==> src/sv/tapq_pkg.sv <==
`timescale 1ns / 1ps
// ----------------------------------------------------------------------------
// Transport package
// Shared widths, command and register codes, state types and the clamping
// functions of the tempo-anchored ppq transport.
// ----------------------------------------------------------------------------
package tapq_pkg;

    localparam int unsigned POSITION_BITS_DEF     = 48;
    localparam int unsigned PPQ_FRACTION_BITS_DEF = 24;

    localparam int unsigned CMD_W     = 4;
    localparam int unsigned COUNT_W   = 16;
    localparam int unsigned BLK_W     = COUNT_W - 1;
    localparam int unsigned RATE_W    = 20;
    localparam int unsigned TEMPO_W   = 17;
    localparam int unsigned DIV_W     = RATE_W + 6;
    localparam int unsigned CFG_W     = RATE_W;
    localparam int unsigned CFG_IDX_W = 1;

    localparam logic [RATE_W-1:0]  RATE_RESET  = 20'd44100;
    localparam logic [TEMPO_W-1:0] TEMPO_RESET = 17'd30720;
    localparam logic [TEMPO_W-1:0] TEMPO_MIN   = 17'd5120;
    localparam logic [TEMPO_W-1:0] TEMPO_MAX   = 17'd76800;

    typedef enum logic [CMD_W-1:0] {
        CMD_PREPARE   = 4'd0,
        CMD_SET_RATE  = 4'd1,
        CMD_SET_TEMPO = 4'd2,
        CMD_START     = 4'd3,
        CMD_STOP      = 4'd4,
        CMD_CONTINUE  = 4'd5,
        CMD_BEGIN_BLK = 4'd6,
        CMD_END_BLK   = 4'd7,
        CMD_SET_POS   = 4'd8,
        CMD_RESET     = 4'd9
    } t_cmd;

    typedef enum logic [CFG_IDX_W-1:0] {
        CFG_SAMPLE_RATE = 1'b0,
        CFG_TEMPO       = 1'b1
    } t_cfg_idx;

    typedef enum logic [2:0] {
        S_INIT,
        S_IDLE,
        S_EXEC,
        S_LAUNCH_A,
        S_WAIT_A,
        S_LAUNCH_B,
        S_WAIT_B,
        S_RESULT
    } t_ctl_state;

    typedef enum logic [2:0] {
        U_IDLE,
        U_MUL_LO,
        U_MUL_HI,
        U_DIV,
        U_FIN
    } t_unit_state;

    function automatic logic [RATE_W-1:0] clamp_rate(input logic [RATE_W-1:0] r);
        return (r == '0) ? RATE_W'(1) : r;
    endfunction

    function automatic logic [TEMPO_W-1:0] clamp_tempo(input logic [TEMPO_W-1:0] t);
        logic [TEMPO_W-1:0] c;
        if (t < TEMPO_MIN) begin
            c = TEMPO_MIN;
        end else if (t > TEMPO_MAX) begin
            c = TEMPO_MAX;
        end else begin
            c = t;
        end
        return c;
    endfunction

endpackage

==> src/sv/tapq_ppq_unit.sv <==
`timescale 1ns / 1ps
// ----------------------------------------------------------------------------
// Ppq evaluation unit
// Converts a sample index to a ppq position from the anchor pair with one
// shared multiplier used twice and a bit-serial restoring divider.
// ----------------------------------------------------------------------------
module tapq_ppq_unit #(
    parameter int unsigned POSITION_BITS     = tapq_pkg::POSITION_BITS_DEF,
    parameter int unsigned PPQ_FRACTION_BITS = tapq_pkg::PPQ_FRACTION_BITS_DEF
) (
    input  logic                              i_clk,
    input  logic                              i_rst_n,
    input  logic                              i_start,
    input  logic [POSITION_BITS-1:0]          i_sample,
    input  logic [POSITION_BITS-1:0]          i_anchor_sample,
    input  logic [POSITION_BITS-1:0]          i_anchor_ppq,
    input  logic [tapq_pkg::TEMPO_W-1:0]      i_tempo,
    input  logic [tapq_pkg::RATE_W-1:0]       i_rate,
    output logic                              o_done,
    output logic [POSITION_BITS-1:0]          o_ppq
);

    localparam int unsigned SH     = PPQ_FRACTION_BITS - 8;
    localparam int unsigned NUM_W  = POSITION_BITS + tapq_pkg::TEMPO_W + SH;
    localparam int unsigned LO_W   = (POSITION_BITS + 1) / 2;
    localparam int unsigned PROD_W = LO_W + tapq_pkg::TEMPO_W;
    localparam int unsigned CNT_W  = $clog2(NUM_W);
    localparam int unsigned DIV_W  = tapq_pkg::DIV_W;

    tapq_pkg::t_unit_state r_state, n_state;

    logic [CNT_W-1:0]         r_cnt, n_cnt;
    logic                     r_neg, n_neg;
    logic [POSITION_BITS-1:0] r_mag, n_mag;
    logic [DIV_W-1:0]         r_div, n_div;
    logic [NUM_W-1:0]         r_num, n_num;
    logic [DIV_W-1:0]         r_rem, n_rem;
    logic [POSITION_BITS-1:0] r_q, n_q;

    logic [POSITION_BITS-1:0] diff;
    logic [LO_W-1:0]          mul_a;
    logic [PROD_W-1:0]        mul_p;
    logic [DIV_W:0]           rem_sh;
    logic [DIV_W:0]           rem_sub;
    logic                     rem_ge;

    assign diff    = i_sample - i_anchor_sample;
    assign mul_a   = (r_state == tapq_pkg::U_MUL_LO) ? r_mag[LO_W-1:0]
                                                     : LO_W'(r_mag[POSITION_BITS-1:LO_W]);
    assign mul_p   = mul_a * i_tempo;
    assign rem_sh  = {r_rem, r_num[NUM_W-1]};
    assign rem_ge  = rem_sh >= {1'b0, r_div};
    assign rem_sub = rem_sh - {1'b0, r_div};

    always_comb begin
        n_state = r_state;
        unique case (r_state)
            tapq_pkg::U_IDLE: begin
                if (i_start) begin
                    n_state = tapq_pkg::U_MUL_LO;
                end
            end
            tapq_pkg::U_MUL_LO: n_state = tapq_pkg::U_MUL_HI;
            tapq_pkg::U_MUL_HI: n_state = tapq_pkg::U_DIV;
            tapq_pkg::U_DIV: begin
                if (r_cnt == '0) begin
                    n_state = tapq_pkg::U_FIN;
                end
            end
            tapq_pkg::U_FIN: n_state = tapq_pkg::U_IDLE;
            default: n_state = tapq_pkg::U_IDLE;
        endcase
    end

    always_comb begin
        o_done = (r_state == tapq_pkg::U_FIN);
        o_ppq  = i_anchor_ppq + (r_q ^ {POSITION_BITS{r_neg}}) + POSITION_BITS'(r_neg);
    end

    always_comb begin
        n_cnt = r_cnt;
        n_neg = r_neg;
        n_mag = r_mag;
        n_div = r_div;
        n_num = r_num;
        n_rem = r_rem;
        n_q   = r_q;
        unique case (r_state)
            tapq_pkg::U_IDLE: begin
                n_neg = diff[POSITION_BITS-1];
                n_mag = diff[POSITION_BITS-1] ? (~diff + POSITION_BITS'(1)) : diff;
                n_div = DIV_W'({i_rate, 6'b0}) - DIV_W'({i_rate, 2'b0});
                n_rem = '0;
                n_q   = '0;
                n_cnt = CNT_W'(NUM_W - 1);
            end
            tapq_pkg::U_MUL_LO: begin
                n_num = NUM_W'(mul_p) << SH;
            end
            tapq_pkg::U_MUL_HI: begin
                n_num = r_num + (NUM_W'(mul_p) << (LO_W + SH));
            end
            tapq_pkg::U_DIV: begin
                n_rem = rem_ge ? DIV_W'(rem_sub) : DIV_W'(rem_sh);
                n_q   = {r_q[POSITION_BITS-2:0], rem_ge};
                n_num = r_num << 1;
                n_cnt = r_cnt - CNT_W'(1);
            end
            tapq_pkg::U_FIN: begin
            end
            default: begin
            end
        endcase
    end

    always_ff @(posedge i_clk) begin
        if (!i_rst_n) begin
            r_state <= tapq_pkg::U_IDLE;
        end else begin
            r_state <= n_state;
        end
    end

    always_ff @(posedge i_clk) begin
        r_cnt <= n_cnt;
        r_neg <= n_neg;
        r_mag <= n_mag;
        r_div <= n_div;
        r_num <= n_num;
        r_rem <= n_rem;
        r_q   <= n_q;
    end

endmodule

==> src/sv/tempo_anchored_ppq_transport_core.sv <==
`timescale 1ns / 1ps
// ----------------------------------------------------------------------------
// Tempo-anchored ppq transport core
// Tracks a wrapping sample counter and an anchor pair and reports the ppq
// window of the current audio block after every command beat.
// ----------------------------------------------------------------------------
// Commands without a ppq evaluation pass from the beat through the execute
// and result states to the output register. Each ppq evaluation holds the
// shared divider; set rate or tempo needs one if the value changes, end block
// one while running, begin block one, two while running. One command at a time.
// After reset S_INIT loads rate and tempo from the configuration registers.
module tempo_anchored_ppq_transport_core #(
    parameter int unsigned POSITION_BITS     = tapq_pkg::POSITION_BITS_DEF,
    parameter int unsigned PPQ_FRACTION_BITS = tapq_pkg::PPQ_FRACTION_BITS_DEF
) (
    input  logic                                   i_clk,
    input  logic                                   i_rst_n,
    input  logic                                   i_cfg_we,
    input  logic [tapq_pkg::CFG_IDX_W-1:0]         i_cfg_idx,
    input  logic [tapq_pkg::CFG_W-1:0]             i_cfg_data,
    input  logic                                   i_in_valid,
    output logic                                   o_in_ready,
    input  logic [tapq_pkg::CMD_W-1:0]             i_cmd,
    input  logic signed [tapq_pkg::COUNT_W-1:0]    i_sample_count,
    input  logic [tapq_pkg::RATE_W-1:0]            i_rate_hz,
    input  logic [tapq_pkg::TEMPO_W-1:0]           i_tempo_bpm,
    input  logic signed [POSITION_BITS-1:0]        i_position_ppq,
    output logic                                   o_out_valid,
    input  logic                                   i_out_ready,
    output logic signed [POSITION_BITS-1:0]        o_window_start_ppq,
    output logic signed [POSITION_BITS-1:0]        o_window_end_ppq,
    output logic [POSITION_BITS-1:0]               o_sample_position,
    output logic                                   o_is_playing
);

    localparam int unsigned P     = POSITION_BITS;
    localparam int unsigned BLK_W = tapq_pkg::BLK_W;

    tapq_pkg::t_ctl_state r_state, n_state;

    tapq_pkg::t_cmd                  r_cmd;
    logic [tapq_pkg::COUNT_W-1:0]    r_cnt_in;
    logic [tapq_pkg::RATE_W-1:0]     r_rate_in;
    logic [tapq_pkg::TEMPO_W-1:0]    r_tempo_in;
    logic [P-1:0]                    r_pos_in;

    logic [tapq_pkg::RATE_W-1:0]     r_cfg_rate;
    logic [tapq_pkg::TEMPO_W-1:0]    r_cfg_tempo;

    logic [P-1:0]                    r_counter, n_counter;
    logic [P-1:0]                    r_anchor_sample, n_anchor_sample;
    logic [P-1:0]                    r_anchor_ppq, n_anchor_ppq;
    logic [P-1:0]                    r_start_ppq, n_start_ppq;
    logic [P-1:0]                    r_end_ppq, n_end_ppq;
    logic [BLK_W-1:0]                r_block_len, n_block_len;
    logic                            r_running, n_running;
    logic [tapq_pkg::RATE_W-1:0]     r_rate, n_rate;
    logic [tapq_pkg::TEMPO_W-1:0]    r_tempo, n_tempo;

    logic                            r_out_valid;
    logic [P-1:0]                    r_out_start;
    logic [P-1:0]                    r_out_end;
    logic [P-1:0]                    r_out_pos;
    logic                            r_out_play;

    logic [tapq_pkg::RATE_W-1:0]     rate_c;
    logic [tapq_pkg::TEMPO_W-1:0]    tempo_c;
    logic                            out_free;
    logic                            out_load;
    logic                            in_ready;
    logic                            unit_start;
    logic                            unit_done;
    logic [P-1:0]                    unit_sample;
    logic [P-1:0]                    unit_ppq;

    assign rate_c   = tapq_pkg::clamp_rate(r_rate_in);
    assign tempo_c  = tapq_pkg::clamp_tempo(r_tempo_in);
    assign out_free = !r_out_valid || i_out_ready;

    tapq_ppq_unit #(
        .POSITION_BITS     (POSITION_BITS),
        .PPQ_FRACTION_BITS (PPQ_FRACTION_BITS)
    ) u_ppq (
        .i_clk           (i_clk),
        .i_rst_n         (i_rst_n),
        .i_start         (unit_start),
        .i_sample        (unit_sample),
        .i_anchor_sample (r_anchor_sample),
        .i_anchor_ppq    (r_anchor_ppq),
        .i_tempo         (r_tempo),
        .i_rate          (r_rate),
        .o_done          (unit_done),
        .o_ppq           (unit_ppq)
    );

    always_comb begin
        n_state = r_state;
        unique case (r_state)
            tapq_pkg::S_INIT: n_state = tapq_pkg::S_IDLE;
            tapq_pkg::S_IDLE: begin
                if (i_in_valid) begin
                    n_state = tapq_pkg::S_EXEC;
                end
            end
            tapq_pkg::S_EXEC: begin
                unique case (r_cmd)
                    tapq_pkg::CMD_SET_RATE: begin
                        n_state = (rate_c != r_rate) ? tapq_pkg::S_LAUNCH_A
                                                     : tapq_pkg::S_RESULT;
                    end
                    tapq_pkg::CMD_SET_TEMPO: begin
                        n_state = (tempo_c != r_tempo) ? tapq_pkg::S_LAUNCH_A
                                                       : tapq_pkg::S_RESULT;
                    end
                    tapq_pkg::CMD_BEGIN_BLK: n_state = tapq_pkg::S_LAUNCH_A;
                    tapq_pkg::CMD_END_BLK: begin
                        n_state = r_running ? tapq_pkg::S_LAUNCH_A : tapq_pkg::S_RESULT;
                    end
                    default: n_state = tapq_pkg::S_RESULT;
                endcase
            end
            tapq_pkg::S_LAUNCH_A: n_state = tapq_pkg::S_WAIT_A;
            tapq_pkg::S_WAIT_A: begin
                if (unit_done) begin
                    n_state = (r_cmd == tapq_pkg::CMD_BEGIN_BLK && r_running)
                            ? tapq_pkg::S_LAUNCH_B : tapq_pkg::S_RESULT;
                end
            end
            tapq_pkg::S_LAUNCH_B: n_state = tapq_pkg::S_WAIT_B;
            tapq_pkg::S_WAIT_B: begin
                if (unit_done) begin
                    n_state = tapq_pkg::S_RESULT;
                end
            end
            tapq_pkg::S_RESULT: begin
                if (out_free) begin
                    n_state = tapq_pkg::S_IDLE;
                end
            end
            default: n_state = tapq_pkg::S_INIT;
        endcase
    end

    always_comb begin
        in_ready    = (r_state == tapq_pkg::S_IDLE);
        unit_start  = (r_state == tapq_pkg::S_LAUNCH_A) || (r_state == tapq_pkg::S_LAUNCH_B);
        out_load    = (r_state == tapq_pkg::S_RESULT) && out_free;
        unit_sample = (r_state == tapq_pkg::S_LAUNCH_B) ? (r_counter + P'(r_block_len))
                                                        : r_counter;
    end

    always_comb begin
        n_counter       = r_counter;
        n_anchor_sample = r_anchor_sample;
        n_anchor_ppq    = r_anchor_ppq;
        n_start_ppq     = r_start_ppq;
        n_end_ppq       = r_end_ppq;
        n_block_len     = r_block_len;
        n_running       = r_running;
        n_rate          = r_rate;
        n_tempo         = r_tempo;
        unique case (r_state)
            tapq_pkg::S_INIT: begin
                n_rate  = tapq_pkg::clamp_rate(r_cfg_rate);
                n_tempo = tapq_pkg::clamp_tempo(r_cfg_tempo);
            end
            tapq_pkg::S_EXEC: begin
                unique case (r_cmd)
                    tapq_pkg::CMD_PREPARE, tapq_pkg::CMD_RESET: begin
                        if (r_cmd == tapq_pkg::CMD_PREPARE) begin
                            n_rate = rate_c;
                        end
                        n_counter       = '0;
                        n_anchor_sample = '0;
                        n_anchor_ppq    = '0;
                        n_start_ppq     = '0;
                        n_end_ppq       = '0;
                        n_block_len     = '0;
                        n_running       = 1'b0;
                    end
                    tapq_pkg::CMD_START: begin
                        n_counter       = '0;
                        n_anchor_sample = '0;
                        n_anchor_ppq    = '0;
                        n_start_ppq     = '0;
                        n_end_ppq       = '0;
                        n_running       = 1'b1;
                    end
                    tapq_pkg::CMD_STOP:     n_running = 1'b0;
                    tapq_pkg::CMD_CONTINUE: n_running = 1'b1;
                    tapq_pkg::CMD_BEGIN_BLK: begin
                        n_block_len = r_cnt_in[tapq_pkg::COUNT_W-1] ? '0 : r_cnt_in[BLK_W-1:0];
                    end
                    tapq_pkg::CMD_END_BLK: begin
                        if (r_running) begin
                            n_counter = r_counter + P'(r_block_len);
                        end
                    end
                    tapq_pkg::CMD_SET_POS: begin
                        n_anchor_ppq    = r_pos_in;
                        n_anchor_sample = r_counter;
                        n_start_ppq     = r_pos_in;
                        n_end_ppq       = r_pos_in;
                    end
                    default: begin
                    end
                endcase
            end
            tapq_pkg::S_WAIT_A: begin
                if (unit_done) begin
                    unique case (r_cmd)
                        tapq_pkg::CMD_SET_RATE: begin
                            n_anchor_ppq    = unit_ppq;
                            n_anchor_sample = r_counter;
                            n_rate          = rate_c;
                        end
                        tapq_pkg::CMD_SET_TEMPO: begin
                            n_anchor_ppq    = unit_ppq;
                            n_anchor_sample = r_counter;
                            n_tempo         = tempo_c;
                        end
                        tapq_pkg::CMD_BEGIN_BLK: begin
                            n_start_ppq = unit_ppq;
                            if (!r_running) begin
                                n_end_ppq = unit_ppq;
                            end
                        end
                        tapq_pkg::CMD_END_BLK: begin
                            n_start_ppq = unit_ppq;
                            n_end_ppq   = unit_ppq;
                        end
                        default: begin
                        end
                    endcase
                end
            end
            tapq_pkg::S_WAIT_B: begin
                if (unit_done) begin
                    n_end_ppq = unit_ppq;
                end
            end
            default: begin
            end
        endcase
    end

    always_ff @(posedge i_clk) begin
        if (!i_rst_n) begin
            r_state         <= tapq_pkg::S_INIT;
            r_counter       <= '0;
            r_anchor_sample <= '0;
            r_anchor_ppq    <= '0;
            r_start_ppq     <= '0;
            r_end_ppq       <= '0;
            r_block_len     <= '0;
            r_running       <= 1'b0;
            r_rate          <= tapq_pkg::RATE_RESET;
            r_tempo         <= tapq_pkg::TEMPO_RESET;
        end else begin
            r_state         <= n_state;
            r_counter       <= n_counter;
            r_anchor_sample <= n_anchor_sample;
            r_anchor_ppq    <= n_anchor_ppq;
            r_start_ppq     <= n_start_ppq;
            r_end_ppq       <= n_end_ppq;
            r_block_len     <= n_block_len;
            r_running       <= n_running;
            r_rate          <= n_rate;
            r_tempo         <= n_tempo;
        end
    end

    always_ff @(posedge i_clk) begin
        if (!i_rst_n) begin
            r_cfg_rate  <= tapq_pkg::RATE_RESET;
            r_cfg_tempo <= tapq_pkg::TEMPO_RESET;
        end else if (i_cfg_we) begin
            unique case (tapq_pkg::t_cfg_idx'(i_cfg_idx))
                tapq_pkg::CFG_SAMPLE_RATE: r_cfg_rate  <= i_cfg_data[tapq_pkg::RATE_W-1:0];
                tapq_pkg::CFG_TEMPO:       r_cfg_tempo <= i_cfg_data[tapq_pkg::TEMPO_W-1:0];
                default: begin
                end
            endcase
        end
    end

    always_ff @(posedge i_clk) begin
        if (in_ready && i_in_valid) begin
            r_cmd      <= tapq_pkg::t_cmd'(i_cmd);
            r_cnt_in   <= i_sample_count;
            r_rate_in  <= i_rate_hz;
            r_tempo_in <= i_tempo_bpm;
            r_pos_in   <= i_position_ppq;
        end
    end

    always_ff @(posedge i_clk) begin
        if (!i_rst_n) begin
            r_out_valid <= 1'b0;
        end else if (out_load) begin
            r_out_valid <= 1'b1;
        end else if (i_out_ready) begin
            r_out_valid <= 1'b0;
        end
    end

    always_ff @(posedge i_clk) begin
        if (out_load) begin
            r_out_start <= r_start_ppq;
            r_out_end   <= r_end_ppq;
            r_out_pos   <= r_counter;
            r_out_play  <= r_running;
        end
    end

    assign o_in_ready         = in_ready;
    assign o_out_valid        = r_out_valid;
    assign o_window_start_ppq = r_out_start;
    assign o_window_end_ppq   = r_out_end;
    assign o_sample_position  = r_out_pos;
    assign o_is_playing       = r_out_play;

endmodule

==> config.mk <==
export PLATFORM = sky130hd
export DESIGN_NAME = tempo_anchored_ppq_transport_core
export DESIGN_NICKNAME = d
export VERILOG_FILES = /design/src/sv/tapq_pkg.sv /design/src/sv/tapq_ppq_unit.sv /design/src/sv/tempo_anchored_ppq_transport_core.sv
export SDC_FILE = /design/constraint.sdc
export NUM_CORES = 2
export LEC_CHECK = 0
export ABC_AREA = 1
export BUFFER_PORTS_ARGS = -buffer_cell sky130_fd_sc_hd__buf_4
export CORE_MARGIN = 2
export CORE_UTILIZATION = 40
export DETAILED_ROUTE_END_ITERATION = 8
export GPL_TIMING_DRIVEN = 0
export PLACE_DENSITY = 0.62
export REMOVE_ABC_BUFFERS = 1
export SLEW_MARGIN = 20
export SYNTH_ARGS = -nofsm -noshare
export SYNTH_HDL_FRONTEND = slang
export SYNTH_HIERARCHICAL = 1
export SYNTH_SLANG_ARGS = --single-unit
==> constraint.sdc <==
create_clock -name i_clk -period 20.4 [get_ports i_clk]
set_clock_uncertainty 0.1 [all_clocks]
set_input_delay 0 -clock i_clk [delete_from_list [all_inputs] [get_ports i_clk]]
set_output_delay 0 -clock i_clk [all_outputs]
set_load 0.03 [all_outputs]
==> summary.md <==
| Metric | Value |
|---|---|
| Status | `completed` |
| Clock latency on the worst-skew pair | `740 ps` |
| Clk slew on worst S/H paths | `60 ps` |
| Layout cell share with drive strength beyond 1 | `0.0784` |
| Gate Count Post-Synth | `7,674` |
| Final Core Density | `0.474` |
| Worst EP required | `20,740 ps` |
| Routed wire length | `189,000 um` |
| Critical-path top delay cell | `o21ai_0` |
| Final setup viols | `0` |
| IO Count | `278` |
| Die area | `0.152 mm2` |
| Post_cts resized | `0` |
| Drt pass-1 iters | `6` |
| WS Path Type | `reg -> reg` |
| WL met1 | `82,300 um` |
| CTS Buf Count | `92` |
| Final setup TNS | `0 ps` |
| Slew HR | `0.208` |
| Root Driver | `clkbuf_16` |
| Fillers | `14,400` |
| Core Region | `0.148 mm2` |
| First-pass GRT wire length | `292,000 um` |
| Critical path endpoint category | `flop` |
| H-tree levels | `3` |
| Max reg flops | `65` |
| GRT Overall Usage | `0.244` |
| List of most frequent post-synthesis cells | `1,776 x nand2_1, 1,216 x inv_1, 682 x nor2_1` |
| Top routing layer used | `met4` |
| Nets@finish | `8,892` |
| DP HPWL | `144,000 um` |
| Most common cell in the netlist | `nand2_1` |
| Avg Synthesized Cell Area | `7.78 um2` |
| Initial antenna violation count | `8` |
| DR WL/cell | `18.7 um` |
| Worst Tran Pin Value | `1190 ps` |
| Area share of the largest cell type after synthesis | `0.236` |
| Routed wl met2 | `89,000 um` |
| Max-cap viol count | `0` |
| CTS tree | `built` |
| Syn-to-layout area delta | `17.4%` |
| Most frequent cell on the critical path | `nand2_1` |
| Seq/Total Area, Yosys | `0.349` |
| Fin. max-slew vios | `0` |
| Syn. warnings | `6` |
| RSZ-0062 raised after global routing | `false` |
| Number of global-route vias before repair | `52,200` |
| Die W | `390 um` |
| RePlAce Congestion | `0.941` |
| Clock buffer depth | `3` |
| Hold Path Class | `in -> reg` |
| Starting Density | `0.404` |
| Area of the multi-input gates | `0.0333 mm2` |
| Detail Route Antenna Nets | `0` |
| Area leader, netlist | `edfxtp_1` |
| Drt drc | `0` |
| Dominant synthesized flop cell | `edfxtp_1` |
| Clock sink total | `806` |
| Synth cell types | `66` |
| Fin crit share | `0.517` |
| Top cells by area, synth | `edfxtp_1 24%, dfxtp_1 11%, fa_1 11%, nand2_1 11%, inv_1 7.6%` |
| Final hold violation count | `0` |
| Largest net degree at the start of global routing | `98` |
| Post-synth EDFFs | `469` |
| Critical path peak fanout | `47` |
| Routed vias/inst | `5.25` |
| Most flops, register | `u_ppq/r_num` |
| Die Ht | `390 um` |
| GRT overflow | `0` |
| Reg area | `0.0208 mm2` |
| DRT iter0 DRCs | `4,060` |
| Met3 WL | `10,500 um` |
| CP Data Arrival Time | `10,890 ps` |
| Min Clock Period, post-route | `10,550 ps` |
| Mapped cell area | `0.0597 mm2` |
| Max Freq | `94.8 MHz` |
| Post-synthesis sequential element count | `806` |
| Via count | `53,200` |
| Port buffer count | `277` |
| FP Rows | `141` |
| Ys async rst share | `0` |
| CP Launch Type | `flop` |
| CP peak stage delay | `740 ps` |
-- per-stage QoR --
stage	cell area, um2	std cells	worst slack (ps)	hold slack, ps
2_1_floorplan	58600	7415	8460	-31.1
3_3_place_gp	63100	9622	1370	78.7
3_5_place_dp	64300	9681	9740	79.4
4_1_cts	70100	10100	9690	7.61
5_1_grt	70100	10100	9410	38.1
6_report	70100	10100	9850	54.4
-- what timing repair did --
item / CTS / global route
setup endpoints to repair: 0 / 0
endpoints found under the hold margin: 388 / 0
setup buffers: 0 / 0
hold buffers: 274 / 0
-- metal layers --
metal	up-vias	GRT usage
met2	1699	0.407
met3	371	0.0320
li1	25700	-
met5	-	0
met1	25400	0.322
met4	0	0.0901
-- path summary, 6_finish.rpt --
check / to / start / slack [ps] / depth (start not counted)
worst max register to register: u_ppq/r_num[79]$_SDFFCE_PP0P_ / u_ppq/r_state[0]$_SDFFE_PN0P_ / 9850 / 36
worst max-delay path: u_ppq/r_num[79]$_SDFFCE_PP0P_ / u_ppq/r_state[0]$_SDFFE_PN0P_ / 9850 / 36
worst min register to register: o_window_end_ppq[30]$_DFFE_PP_ / r_end_ppq[30]$_SDFFE_PN0P_ / 310 / 0
worst min-delay path: r_cfg_tempo[4]$_SDFFE_PN0P_ / i_cfg_data[4] / 50 / 4
-- final cells by class --
type	instances	area share
multi-input cells	5362	0.475
clock inverters	42	0.00635
clock buffers	131	0.0374
well taps	1930	0.0344
diodes	7	0.000250
inverters	1247	0.0671
flip-flops and latches	806	0.297
repair buffers	610	0.0824
-- worst max-delay path, delay by kind of cell (launching register included) --
kind            cells  cell delay (ps)
buf+inv             6             1280
flops               1              350
fa+ha+maj           8             3810
compound gates      8             2090
simple gates       14             2640
-- placed cells by master (no fill, tap or decap), types with 22 or more instances in the layout --
cell type	Yosys	layout
a21o_1	25	25
a21oi_1	547	546
a31oi_1	89	89
buf_4	6	296
clkbuf_1	180	23
clkbuf_16	0	94
dfxtp_1	337	331
dlygate4sd3_1	0	274
edfxtp_1	469	469
fa_1	334	334
ha_1	308	308
inv_1	1216	1216
nand2_1	1776	1770
nand2_2	31	33
nand3_1	442	442
nand4_1	107	107
nor2_1	682	673
nor3_1	49	48
nor4_1	26	26
o211ai_1	22	22
o21ai_0	434	427
o21ai_1	31	31
o21bai_1	25	25
xnor2_1	69	69
xor2_1	171	171
-- cells by family after synthesis --
kind of cell,count (synthesis),share of synthesized area
xor gates and xnor gates,243,0.0362
adders and majority gates,642,0.176
AOI/OAI and AO/OA,1277,0.118
and+or+nand+nor,3200,0.224
DFF,806,0.349
buffers and inverters,1506,0.0968
Power is not shown: default switching activity piles up to over one toggle a cycle in this logic, so the estimate is an artifact.
